**src/rtl/msiir_pkg.sv**
```systemverilog
package msiir_pkg;

  localparam int unsigned NUM_CHANNELS = 8;
  localparam int unsigned FRAC_BITS    = 9;
  localparam int unsigned SAMPLE_BITS  = 10;

  localparam int unsigned CH_W        = $clog2(NUM_CHANNELS);
  localparam int unsigned CH_FIELD_W  = 3;
  localparam int unsigned GAIN_W      = 8;
  localparam int unsigned COEFF_W     = 8;
  localparam int unsigned COEFF_SHIFT = 8;
  localparam int unsigned XPREV_W     = SAMPLE_BITS + GAIN_W;
  localparam int unsigned STATE_W     = 32;
  localparam int unsigned PROD_W      = STATE_W + COEFF_W;
  localparam int unsigned SUM_W       = STATE_W + 2;
  localparam int unsigned CFG_IDX_W   = 2;
  localparam int unsigned CFG_DATA_W  = 8;

  localparam logic [GAIN_W-1:0]  GAIN_RESET  = GAIN_W'(10);
  localparam logic [COEFF_W-1:0] COEFF_RESET = COEFF_W'(245);

  typedef enum logic [CFG_IDX_W-1:0] {
    CFG_FILTER_ENABLE  = 2'd0,
    CFG_INPUT_GAIN     = 2'd1,
    CFG_FEEDBACK_COEFF = 2'd2
  } cfg_index_e;

  typedef enum logic {
    FUNC_SAMPLE = 1'b0,
    FUNC_READ   = 1'b1
  } func_e;

  // one channel entry of the state memory
  typedef struct packed {
    logic [XPREV_W-1:0] xprev;
    logic [STATE_W-1:0] state;
  } entry_t;

  localparam int unsigned ENTRY_W = $bits(entry_t);

endpackage

```
**src/rtl/msiir_ram.sv**
```systemverilog
module msiir_ram #(
  parameter int unsigned WIDTH = 8,
  parameter int unsigned DEPTH = 8
) (
  input  logic                     clk_i,
  input  logic                     we_i,
  input  logic [$clog2(DEPTH)-1:0] waddr_i,
  input  logic [WIDTH-1:0]         wdata_i,
  input  logic                     re_i,
  input  logic [$clog2(DEPTH)-1:0] raddr_i,
  output logic [WIDTH-1:0]         rdata_o
);

  logic [WIDTH-1:0] mem_q [DEPTH];
  logic [WIDTH-1:0] rdata_q;

  always_ff @(posedge clk_i) begin
    if (we_i) begin
      mem_q[waddr_i] <= wdata_i;
    end
    if (re_i) begin
      rdata_q <= mem_q[raddr_i];
    end
  end

  assign rdata_o = rdata_q;

endmodule

```
**src/rtl/multichannel_scan_iir_lowpass_top.sv**
```systemverilog
// Round-robin scanner with a per-channel first-order low-pass filter. A sample
// transfer (func 0) carries one conversion for the channel the external mux
// selects; it is stored raw or filtered as y = x_prev + x + ((y*coeff) >> 8)
// with x = sample*gain, and the mux select then moves to the next channel. A
// read transfer (func 1) returns any channel's value (state >> FRAC_BITS when
// filtering), saturated at 1023. Every transfer yields one result. The block
// takes one transfer per clock unless out_stall_i backs up into in_stall_o.
// The state memory read is registered at the accepting edge; the filter
// arithmetic, write-back and result register follow in stage 1 once it advances.
// Back-to-back hits on the same channel are forwarded from the last write, and
// per-channel valid bits make all channels read as zero right after reset,
// with no clearing pass. The user must write configuration through the cfg
// port (ready is always high) while no transfer is in flight; it is not enforced.
module multichannel_scan_iir_lowpass_top (
  input  logic                                 clk_i,
  input  logic                                 rst_ni,
  // configuration write channel
  input  logic                                 cfg_valid_i,
  output logic                                 cfg_ready_o,
  input  logic [msiir_pkg::CFG_IDX_W-1:0]      cfg_index_i,
  input  logic [msiir_pkg::CFG_DATA_W-1:0]     cfg_data_i,
  // input channel
  input  logic                                 in_valid_i,
  output logic                                 in_stall_o,
  input  logic                                 func_i,
  input  logic [msiir_pkg::SAMPLE_BITS-1:0]    sample_i,
  input  logic [msiir_pkg::CH_FIELD_W-1:0]     read_channel_i,
  // result channel
  output logic                                 out_valid_o,
  input  logic                                 out_stall_i,
  output logic [msiir_pkg::SAMPLE_BITS-1:0]    read_value_o,
  output logic [msiir_pkg::CH_FIELD_W-1:0]     stored_channel_o,
  output logic [msiir_pkg::CH_FIELD_W-1:0]     mux_select_o
);

  localparam int unsigned CH_W    = msiir_pkg::CH_W;
  localparam int unsigned STATE_W = msiir_pkg::STATE_W;
  localparam int unsigned XPREV_W = msiir_pkg::XPREV_W;
  localparam int unsigned SMP_W   = msiir_pkg::SAMPLE_BITS;
  localparam int unsigned NCH     = msiir_pkg::NUM_CHANNELS;

  // configuration registers
  logic                              filter_en_q;
  logic [msiir_pkg::GAIN_W-1:0]      gain_q;
  logic [msiir_pkg::COEFF_W-1:0]     coeff_q;

  assign cfg_ready_o = 1'b1;

  always_ff @(posedge clk_i or negedge rst_ni) begin
    if (!rst_ni) begin
      filter_en_q <= 1'b0;
      gain_q      <= msiir_pkg::GAIN_RESET;
      coeff_q     <= msiir_pkg::COEFF_RESET;
    end else if (cfg_valid_i) begin
      case (msiir_pkg::cfg_index_e'(cfg_index_i))
        msiir_pkg::CFG_FILTER_ENABLE:  filter_en_q <= cfg_data_i[0];
        msiir_pkg::CFG_INPUT_GAIN:     gain_q      <= cfg_data_i[msiir_pkg::GAIN_W-1:0];
        msiir_pkg::CFG_FEEDBACK_COEFF: coeff_q     <= cfg_data_i[msiir_pkg::COEFF_W-1:0];
        default: ;
      endcase
    end
  end

  // handshake and pipeline control
  logic s1_valid_q, out_valid_q;
  logic in_accept, s1_adv;

  assign s1_adv     = s1_valid_q && (!out_valid_q || !out_stall_i);
  assign in_stall_o = s1_valid_q && !s1_adv;
  assign in_accept  = in_valid_i && !in_stall_o;

  // scan position, advanced as each sample transfer is taken
  logic [CH_W-1:0] cur_ch_q, cur_ch_d;
  logic            in_is_sample;

  assign in_is_sample = (msiir_pkg::func_e'(func_i) == msiir_pkg::FUNC_SAMPLE);

  always_comb begin
    cur_ch_d = cur_ch_q;
    if (in_accept && in_is_sample) begin
      cur_ch_d = (cur_ch_q == CH_W'(NCH - 1)) ? '0 : cur_ch_q + CH_W'(1);
    end
  end

  always_ff @(posedge clk_i or negedge rst_ni) begin
    if (!rst_ni) begin
      cur_ch_q <= '0;
    end else begin
      cur_ch_q <= cur_ch_d;
    end
  end

  // stage 0: issue the memory read
  logic [CH_W-1:0] rd_addr;
  logic            rd_in_range;

  assign rd_addr     = in_is_sample ? cur_ch_q : read_channel_i[CH_W-1:0];
  assign rd_in_range = in_is_sample || (32'(read_channel_i) < 32'(NCH));

  // stage 1 item registers
  logic                                s1_sample_item_q;
  logic [SMP_W-1:0]                    s1_sample_q;
  logic [CH_W-1:0]                     s1_addr_q;
  logic [msiir_pkg::CH_FIELD_W-1:0]    s1_chan_q;
  logic [msiir_pkg::CH_FIELD_W-1:0]    s1_mux_q;
  logic                                s1_in_range_q;

  always_ff @(posedge clk_i or negedge rst_ni) begin
    if (!rst_ni) begin
      s1_valid_q <= 1'b0;
    end else begin
      s1_valid_q <= in_accept || (s1_valid_q && !s1_adv);
    end
  end

  always_ff @(posedge clk_i) begin
    if (in_accept) begin
      s1_sample_item_q <= in_is_sample;
      s1_sample_q      <= sample_i;
      s1_addr_q        <= rd_addr;
      s1_chan_q        <= in_is_sample ? msiir_pkg::CH_FIELD_W'(cur_ch_q) : read_channel_i;
      s1_mux_q         <= msiir_pkg::CH_FIELD_W'(cur_ch_d);
      s1_in_range_q    <= rd_in_range;
    end
  end

  // state memory: x_prev and filter state per channel
  localparam int unsigned  ENTRY_W_L = msiir_pkg::ENTRY_W;
  logic                    wr_en;
  msiir_pkg::entry_t       wr_entry;
  logic [ENTRY_W_L-1:0]    ram_rdata;

  msiir_ram #(
    .WIDTH (ENTRY_W_L),
    .DEPTH (NCH)
  ) u_state_ram (
    .clk_i   (clk_i),
    .we_i    (wr_en),
    .waddr_i (s1_addr_q),
    .wdata_i (wr_entry),
    .re_i    (in_accept),
    .raddr_i (rd_addr),
    .rdata_o (ram_rdata)
  );

  // entries written since reset, plus the last write for forwarding
  logic [NCH-1:0]     ch_valid_q;
  logic               fwd_valid_q;
  logic [CH_W-1:0]    fwd_addr_q;
  msiir_pkg::entry_t  fwd_entry_q;

  always_ff @(posedge clk_i or negedge rst_ni) begin
    if (!rst_ni) begin
      ch_valid_q  <= '0;
      fwd_valid_q <= 1'b0;
    end else if (wr_en) begin
      ch_valid_q[s1_addr_q] <= 1'b1;
      fwd_valid_q           <= 1'b1;
    end
  end

  always_ff @(posedge clk_i) begin
    if (wr_en) begin
      fwd_addr_q  <= s1_addr_q;
      fwd_entry_q <= wr_entry;
    end
  end

  // stage 1: read-modify-write
  msiir_pkg::entry_t                  cur_entry;
  logic [XPREV_W-1:0]                 x_scaled;
  logic [msiir_pkg::PROD_W-1:0]       fb_prod;
  logic [msiir_pkg::SUM_W-1:0]        y_sum;
  logic [STATE_W-1:0]                 y_sat;
  logic [STATE_W-1:0]                 new_state;
  logic [STATE_W-1:0]                 val_state;
  logic [STATE_W-1:0]                 val_shifted;
  logic [SMP_W-1:0]                   val_sat;
  logic [SMP_W-1:0]                   result_value;

  always_comb begin
    if (fwd_valid_q && (fwd_addr_q == s1_addr_q)) begin
      cur_entry = fwd_entry_q;
    end else if (ch_valid_q[s1_addr_q]) begin
      cur_entry = msiir_pkg::entry_t'(ram_rdata);
    end else begin
      cur_entry = '0;
    end
  end

  assign x_scaled = XPREV_W'(s1_sample_q) * XPREV_W'(gain_q);
  assign fb_prod  = msiir_pkg::PROD_W'(cur_entry.state) * msiir_pkg::PROD_W'(coeff_q);
  assign y_sum    = msiir_pkg::SUM_W'(cur_entry.xprev) + msiir_pkg::SUM_W'(x_scaled)
                  + msiir_pkg::SUM_W'(fb_prod[msiir_pkg::PROD_W-1:msiir_pkg::COEFF_SHIFT]);
  // filter state saturates at all ones
  assign y_sat    = (|y_sum[msiir_pkg::SUM_W-1:STATE_W]) ? '1 : y_sum[STATE_W-1:0];

  assign new_state = filter_en_q ? y_sat : STATE_W'(s1_sample_q);

  // raw mode leaves x_prev untouched
  assign wr_en          = s1_adv && s1_sample_item_q;
  assign wr_entry.state = new_state;
  assign wr_entry.xprev = filter_en_q ? x_scaled : cur_entry.xprev;

  // visible value: drop fraction bits when filtering, clamp to sample range
  assign val_state    = s1_sample_item_q ? new_state : cur_entry.state;
  assign val_shifted  = filter_en_q ? (val_state >> msiir_pkg::FRAC_BITS) : val_state;
  assign val_sat      = (|val_shifted[STATE_W-1:SMP_W]) ? '1 : val_shifted[SMP_W-1:0];
  assign result_value = s1_in_range_q ? val_sat : '0;

  // result register
  logic [SMP_W-1:0]                    out_value_q;
  logic [msiir_pkg::CH_FIELD_W-1:0]    out_chan_q;
  logic [msiir_pkg::CH_FIELD_W-1:0]    out_mux_q;

  always_ff @(posedge clk_i or negedge rst_ni) begin
    if (!rst_ni) begin
      out_valid_q <= 1'b0;
    end else begin
      out_valid_q <= s1_adv || (out_valid_q && out_stall_i);
    end
  end

  always_ff @(posedge clk_i) begin
    if (s1_adv) begin
      out_value_q <= result_value;
      out_chan_q  <= s1_chan_q;
      out_mux_q   <= s1_mux_q;
    end
  end

  assign out_valid_o      = out_valid_q;
  assign read_value_o     = out_value_q;
  assign stored_channel_o = out_chan_q;
  assign mux_select_o     = out_mux_q;

endmodule
```
**config.mk**
```make
export PLATFORM = sky130hd
export DESIGN_NAME = multichannel_scan_iir_lowpass_top
export DESIGN_NICKNAME = d
export VERILOG_FILES = /design/src/rtl/msiir_pkg.sv /design/src/rtl/msiir_ram.sv /design/src/rtl/multichannel_scan_iir_lowpass_top.sv
export SDC_FILE = /design/constraint.sdc
export NUM_CORES = 1
export LEC_CHECK = 0
export BUFFER_PORTS_ARGS = -buffer_cell sky130_fd_sc_hd__clkbuf_2
export CAP_MARGIN = 20
export CORE_MARGIN = 1.5
export CORE_UTILIZATION = 30
export CTS_CLUSTER_DIAMETER = 40
export DETAILED_ROUTE_END_ITERATION = 8
export PLACE_DENSITY_LB_ADDON = 0.15
export SLEW_MARGIN = 40
export SYNTH_ARGS = -nofsm -noshare
export SYNTH_HDL_FRONTEND = slang
export SYNTH_SLANG_ARGS = --single-unit
export TNS_END_PERCENT = 50
```
**constraint.sdc**
```tcl
create_clock -name clk_i -period 13.75 [get_ports clk_i]
set_input_delay 1.375 -clock clk_i [delete_from_list [all_inputs] [get_ports clk_i]]
set_output_delay 1.375 -clock clk_i [all_outputs]
set_load 0.05 [all_outputs]
```
==> key figures, run 1 <==
Detailed routing
  – 1st-pass router iterations: 5
  – Starting DRT DRC Count: 1394
  – Post-route DRC violation count: 0
  – Via count: 21800
  – Total Routed Length: around 100000 um
  – Vias per inst: around 5.0
  – DRT antenna net count: 0
  – Drt wl/cell: between 20 and 25 um

Worst setup path
  – CP max stage delay: around 0.74 ns
  – Critical path class: reg -> reg
  – Worst Setup End Kind: register
  – Crit Path Max Fanout: 26
  – CP Data Required Time: around 14 ns
  – Crit start category: register
  – Arr. time, crit path: 12.03 ns
  – CP dominant cell by count: fa_1
  – Slowest CP cell: and4_2
  – R2r startpoint: s1_chan_q[1]
  – Setup crit start: s1_chan_q[1]

Place
  – DP HPWL: 73500 um
  – GP Congestion: 0.965
  – Buffers on Ports: 46

Logic synthesis
  – Synth top cells by count: edfxtp_1 (536), nand2_1 (351), inv_1 (252), fa_1 (246), ha_1 (115)
  – Most common cell in the netlist: edfxtp_1
  – Syn nets: 3084
  – Syn_area_per_cell: 12.8 um^2
  – Synth area leader: edfxtp_1
  – YS warnings: 0
  – Synth area leaders: edfxtp_1 (47%), fa_1 (14%), mux4_2 (6.8%), ha_1 (4.2%), nand2_1 (3.8%)
  – Distinct cells, synth: 80
  – Synth Register Bits: 567
  – Mapped Area: 34600 um^2
  – Async S/R FF share, synth: 5.47%
  – Seq/Total Area, Yosys: 48.8%
  – Top FF cell, synth: edfxtp_1
  – Number of synthesized flops with an enable pin: around 540
  – Post-synth top area share: a little under half
  – Cell count after synthesis: 2694

Final layout
  – Fin nets: 3141
  – # diodes: 0
  – Fillers: 11100
  – Fraction of layout cells with a size suffix above 1: between 15 and 20%
  – Area Growth Syn to Fin: 14.4%

Clocking
  – Clk buf depth: 3
  – Cts repair resizes: 0
  – Cts-stage hold buffer count: 0
  – Worst-path clk slew: roughly 0.05 ns
  – CTS tree: done
  – Num CTS Buffers: 82
  – Post-CTS setup buffers: 0
  – H-Tree Depth: 3
  – CTS Sinks: 567
  – Clock Latency Late Sink: 0.65 ns
  – Root Driver: clkbuf_16

Timing
  – Slew headroom: 39.3%
  – Pins Over Slew Limit: 0
  – Final worst path period share: 84.0%
  – Layout Skew: about 0.055 ns
  – Worst-margin pin slew: 0.899 ns
  – RSZ-0062 raised after global routing: no
  – TNS Setup: 0 ns
  – Final setup viols: 0
  – Tmin final: 11.55 ns
  – Final Hold Fails: 0
  – F_max: slightly below 90 MHz

Global route
  – Global-route wire length before repair: 154000 um
  – Total gr overflow: 0
  – Vias in the first global route: 23600
  – All-Layer GR Usage: 17.7%
  – Largest net degree at the start of global routing: 57
  – Initial antenna violation count: 2

Run status
  – Status: complete, no violations

Die
  – Die width: 343 um
  – Initial Util: between 30% and 40%
  – Core area: 114000 um^2
  – Die height: 343 um
  – Std-Cell Rows: 124
  – Die area: around 120000 um^2
  – Number of primary I/O pins: 48

Worst hold path
  – Origin of the worst min-delay path: s1_mux_q[0]
  – Hold Crit Class: reg -> reg

Flow run
  – Max Cap Violations: 0
## through the flow
stage / instances / cell area [um^2] / setup slack (ns) / hold WS [ns] / util, %
after floorplan: 2694 / 34600 / 3.87 / 0.400 / -
after global placement: 4164 / 36600 / 1.93 / 0.403 / 32.0
after detailed placement: 4176 / 36800 / 2.00 / 0.405 / 32.2
after CTS: 4325 / 39500 / 1.92 / 0.419 / 34.6
after global routing: 4328 / 39600 / 1.47 / 0.425 / 34.6
final: 4328 / 39600 / 2.20 / 0.417 / 34.6
## routing by layer
| layer | vias up | part of all wire [%] | track usage (%) |
|---|---|---|---|
| met5 | - | 0 | 0 |
| met4 | 0 | 2.0 | 4.56 |
| met3 | 111 | 3.6 | 2.09 |
| met2 | 472 | 49 | 29.8 |
| met1 | 11600 | 45 | 24.3 |
| li1 | 9644 | - | - |
## cell families (layout without fill, tap and decap cells)
group	after synthesis	after routing	share of synthesized area, %
and+or+nand+nor	832	832	12.0
other	1	1	0.0108
adders and majority gates	361	361	18.4
muxes	160	160	8.50
buffers and inverters	376	498	4.17
xor gates and xnor gates	58	58	1.47
DFF	567	567	48.8
AOI/OAI and AO/OA	339	339	6.64
## worst paths after layout
check	to	cells after the start	slack [ns]
setup / recovery	read_value_o[2]	33	2.20
hold / removal	mux_select_o[0]	0	0.42
setup reg to reg	read_value_o[2]	33	2.20
hold reg to reg	mux_select_o[0]	0	0.42
max in group asynchronous	gain_q[3]	2	12.58
min in group asynchronous	coeff_q[3]	1	0.65
## critical path: cells and delay by family (launching register included)
kind            cells  cell delay, ns
xor+xnor            2            0.42
buf+inv             5            0.68
flops               1            0.64
simple gates       10            3.11
fa+ha+maj           7            3.34
compound gates      9            3.13
## cell type report
cell class                 instances  area, um^2  share of cell area [%]
clock inverter                    53         568                    1.43
timing repair buffer              96         712                    1.80
multi-input combinational       1751       16500                    41.6
clock buffer                      96        2100                    5.32
inverter                         253         951                    2.40
tap                             1512        1890                    4.78
sequential                       567       16900                    42.6
## cells in the final DEF (no fill, tap or decap), types with 17 or more instances in the layout
master,count
a21o_1,17
a21oi_1,92
a22o_1,22
a22oi_1,35
and2_1,109
buf_4,26
clkbuf_16,82
clkbuf_2,47
dfrtp_1,23
edfxtp_1,536
fa_1,246
ha_1,115
inv_1,251
mux2_2,30
mux4_2,104
nand2_1,351
nand2b_1,27
nand3_1,24
nand4_1,25
nor2_1,94
nor2b_1,106
nor3_1,21
o21ai_0,59
xnor2_1,34
xor2_1,23
## flip-flops by register name, summed over array words and instances, names as in the netlist
signal	count
s1_sample_q	10
ch_valid_q	8
fwd_addr_q	3
cur_ch_q	3
s1_sample_item_q	1
coeff_q	8
s1_mux_q	3
u_state_ram.mem_q	400
s1_valid_q	1
fwd_entry_q	50
s1_chan_q	3
u_state_ram.rdata_o	50
filter_en_q	1
stored_channel_o	3
read_value_o	10
mux_select_o	3
out_valid_o	1
gain_q	8
fwd_valid_q	1
Power of run 1 is not shown: default switching activity piles up to over one toggle a cycle in this logic, so the estimate is an artifact.
==> run 2: changes to the inputs <==
Clock period 13.75 ns to 9.55 ns, I/O delays scaled along.
==> run 2 against run 1 <==
  * Setup slack worse by 1.9 ns
  * Critical endpoint unchanged
  * Highest routed layer unchanged
  * First-iteration DRC count grew 0.22%
  * Count of clock-buffer cells in the layout fell by 10
  * Die area unchanged
  * Register-to-register slack worse by 1.9 ns
==> key figures, run 2 (synthesis results as in run 1) <==
Run status
  – Status: complete, no violations

Timing
  – Final Hold Fails: 0
  – Final setup margin: 0.325 ns
  – Pins Over Slew Limit: 0
  – Layout Skew: 0.0236 ns
  – Tmin final: 9.23 ns
  – Final setup viols: 0
  – Worst-margin pin slew: 0.869 ns
  – Slew headroom: around two fifths
  – F_max: 108 MHz
  – Final hold slack: 0.329 ns
  – Final worst path period share: 96.6%

Place
  – DP HPWL: 78400 um
  – Buffers on Ports: between 40 and 50
  – Placement Cell Area: 38800 um^2
  – Dpl ws: -0.566 ns
  – GP Congestion: 0.919

Detailed routing
  – Via count: 22600
  – Post-route DRC violation count: 0
  – 1st-pass router iterations: 5
  – Drt wl/cell: between 20 and 25 um
  – DRT antenna net count: 0
  – Total Routed Length: 106000 um
  – Starting DRT DRC Count: 1397
  – Vias per inst: 4.94

Worst setup path
  – CP top delay family: adder cells
  – Critical path class: reg -> reg
  – Slowest CP cell: fa_1
  – Arr. time, crit path: 9.57 ns
  – CP max stage delay: between 0.5 and 0.6 ns
  – Crit Path Max Fanout: 9
  – Crit start category: register
  – CP Buf/Inv Count: 7
  – CP Data Required Time: between 9 and 10 ns
  – CP dominant cell by count: fa_1
  – Worst Setup End Kind: register

Die
  – Die height: 343 um
  – Std-Cell Rows: 124
  – Number of primary I/O pins: 48
  – Die area: approximately 120000 um^2
  – Die width: roughly 340 um
  – Core area: 114000 um^2
  – Initial Util: 30.3%

Final layout
  – Most common cell after layout, fill and taps aside: edfxtp_1
  – Area Growth Syn to Fin: 22.2%
  – Fraction of layout cells with a size suffix above 1: 26.0%
  – Fillers: 11100
  – Most flop-heavy register: u_state_ram.mem_q
  – Max reg flops: 400
  – Fin nets: 3396
  – Most frequent cells in the layout: edfxtp_1 (536), nand2_1 (348), buf_4 (283)
  – Post-route cell area: about 42000 um^2

Clocking
  – Num CTS Buffers: 77
  – Clk buf depth: 3
  – CTS tree: done
  – Worst-path clk slew: around 0.06 ns
  – Root Driver: clkbuf_16
  – CTS Sinks: 567
  – Clock Latency Late Sink: 0.63 ns
  – Cts-stage hold buffer count: 0
  – H-Tree Depth: 3

Worst hold path
  – Hold Crit Class: in -> async

Global route
  – Vias in the first global route: approximately 24000
  – Initial antenna violation count: 4
  – Global-route wire length before repair: between 150000 and 200000 um
  – Largest net degree at the start of global routing: 60
  – Total gr overflow: 0
  – All-Layer GR Usage: 18.1%

Flow run
  – Max Cap Violations: 0
run 2: per-stage QoR:
stage | setup TNS, ns | util [%] | std cells
2_1_floorplan | 0 | - | 2694
3_3_place_gp | -54.21 | 33.8 | 4421
3_5_place_dp | -63.76 | 33.9 | 4423
4_1_cts | 0 | 36.3 | 4566
5_1_grt | -0.858 | 37.0 | 4580
6_report | 0 | 37.0 | 4581
run 2: layout make-up:
class	count	area [um^2]	share of cell area [%]
diodes	1	2.50	0.00592
clock buffers	86	2020	4.78
clock inverters	55	606	1.43
inverters	253	950	2.25
multi-input cells	1751	17100	40.4
flip-flops and latches	567	16900	39.9
well taps	1512	1890	4.47
repair buffers	356	2830	6.69
run 2: timing repair:
action                                  4_1_cts  5_1_grt
resized for setup                            21      128
hold endpoints to repair                      0        0
buffers inserted                              2       13
endpoints found under the setup margin      298      298
pin swaps                                     1       42
gates cloned                                  0        1
run 2: path summary, 6_finish.rpt:
| check | from | slack [ns] | end | cells past startpoint |
|---|---|---|---|---|
| setup / recovery | s1_chan_q[1] | 0.32 | read_value_o[2] | 38 |
| hold / removal | rst_ni | 0.33 | gain_q[5] | 1 |
| setup reg to reg | s1_chan_q[1] | 0.32 | read_value_o[2] | 38 |
| hold reg to reg | s1_mux_q[0] | 0.41 | mux_select_o[0] | 0 |
| max in group asynchronous | rst_ni | 8.84 | ch_valid_q[5] | 1 |
| min in group clk_i | s1_mux_q[0] | 0.41 | mux_select_o[0] | 0 |
run 2: per-layer routing:
layer	GRT usage (%)	vias to the layer above	part of all wire, %
li1	-	10100	-
met1	24.8	11900	46
met2	30.7	453	49
met3	1.78	140	3.2
met4	4.42	0	2.3
met5	0	-	0
Power of run 2 is left out for the same reason.
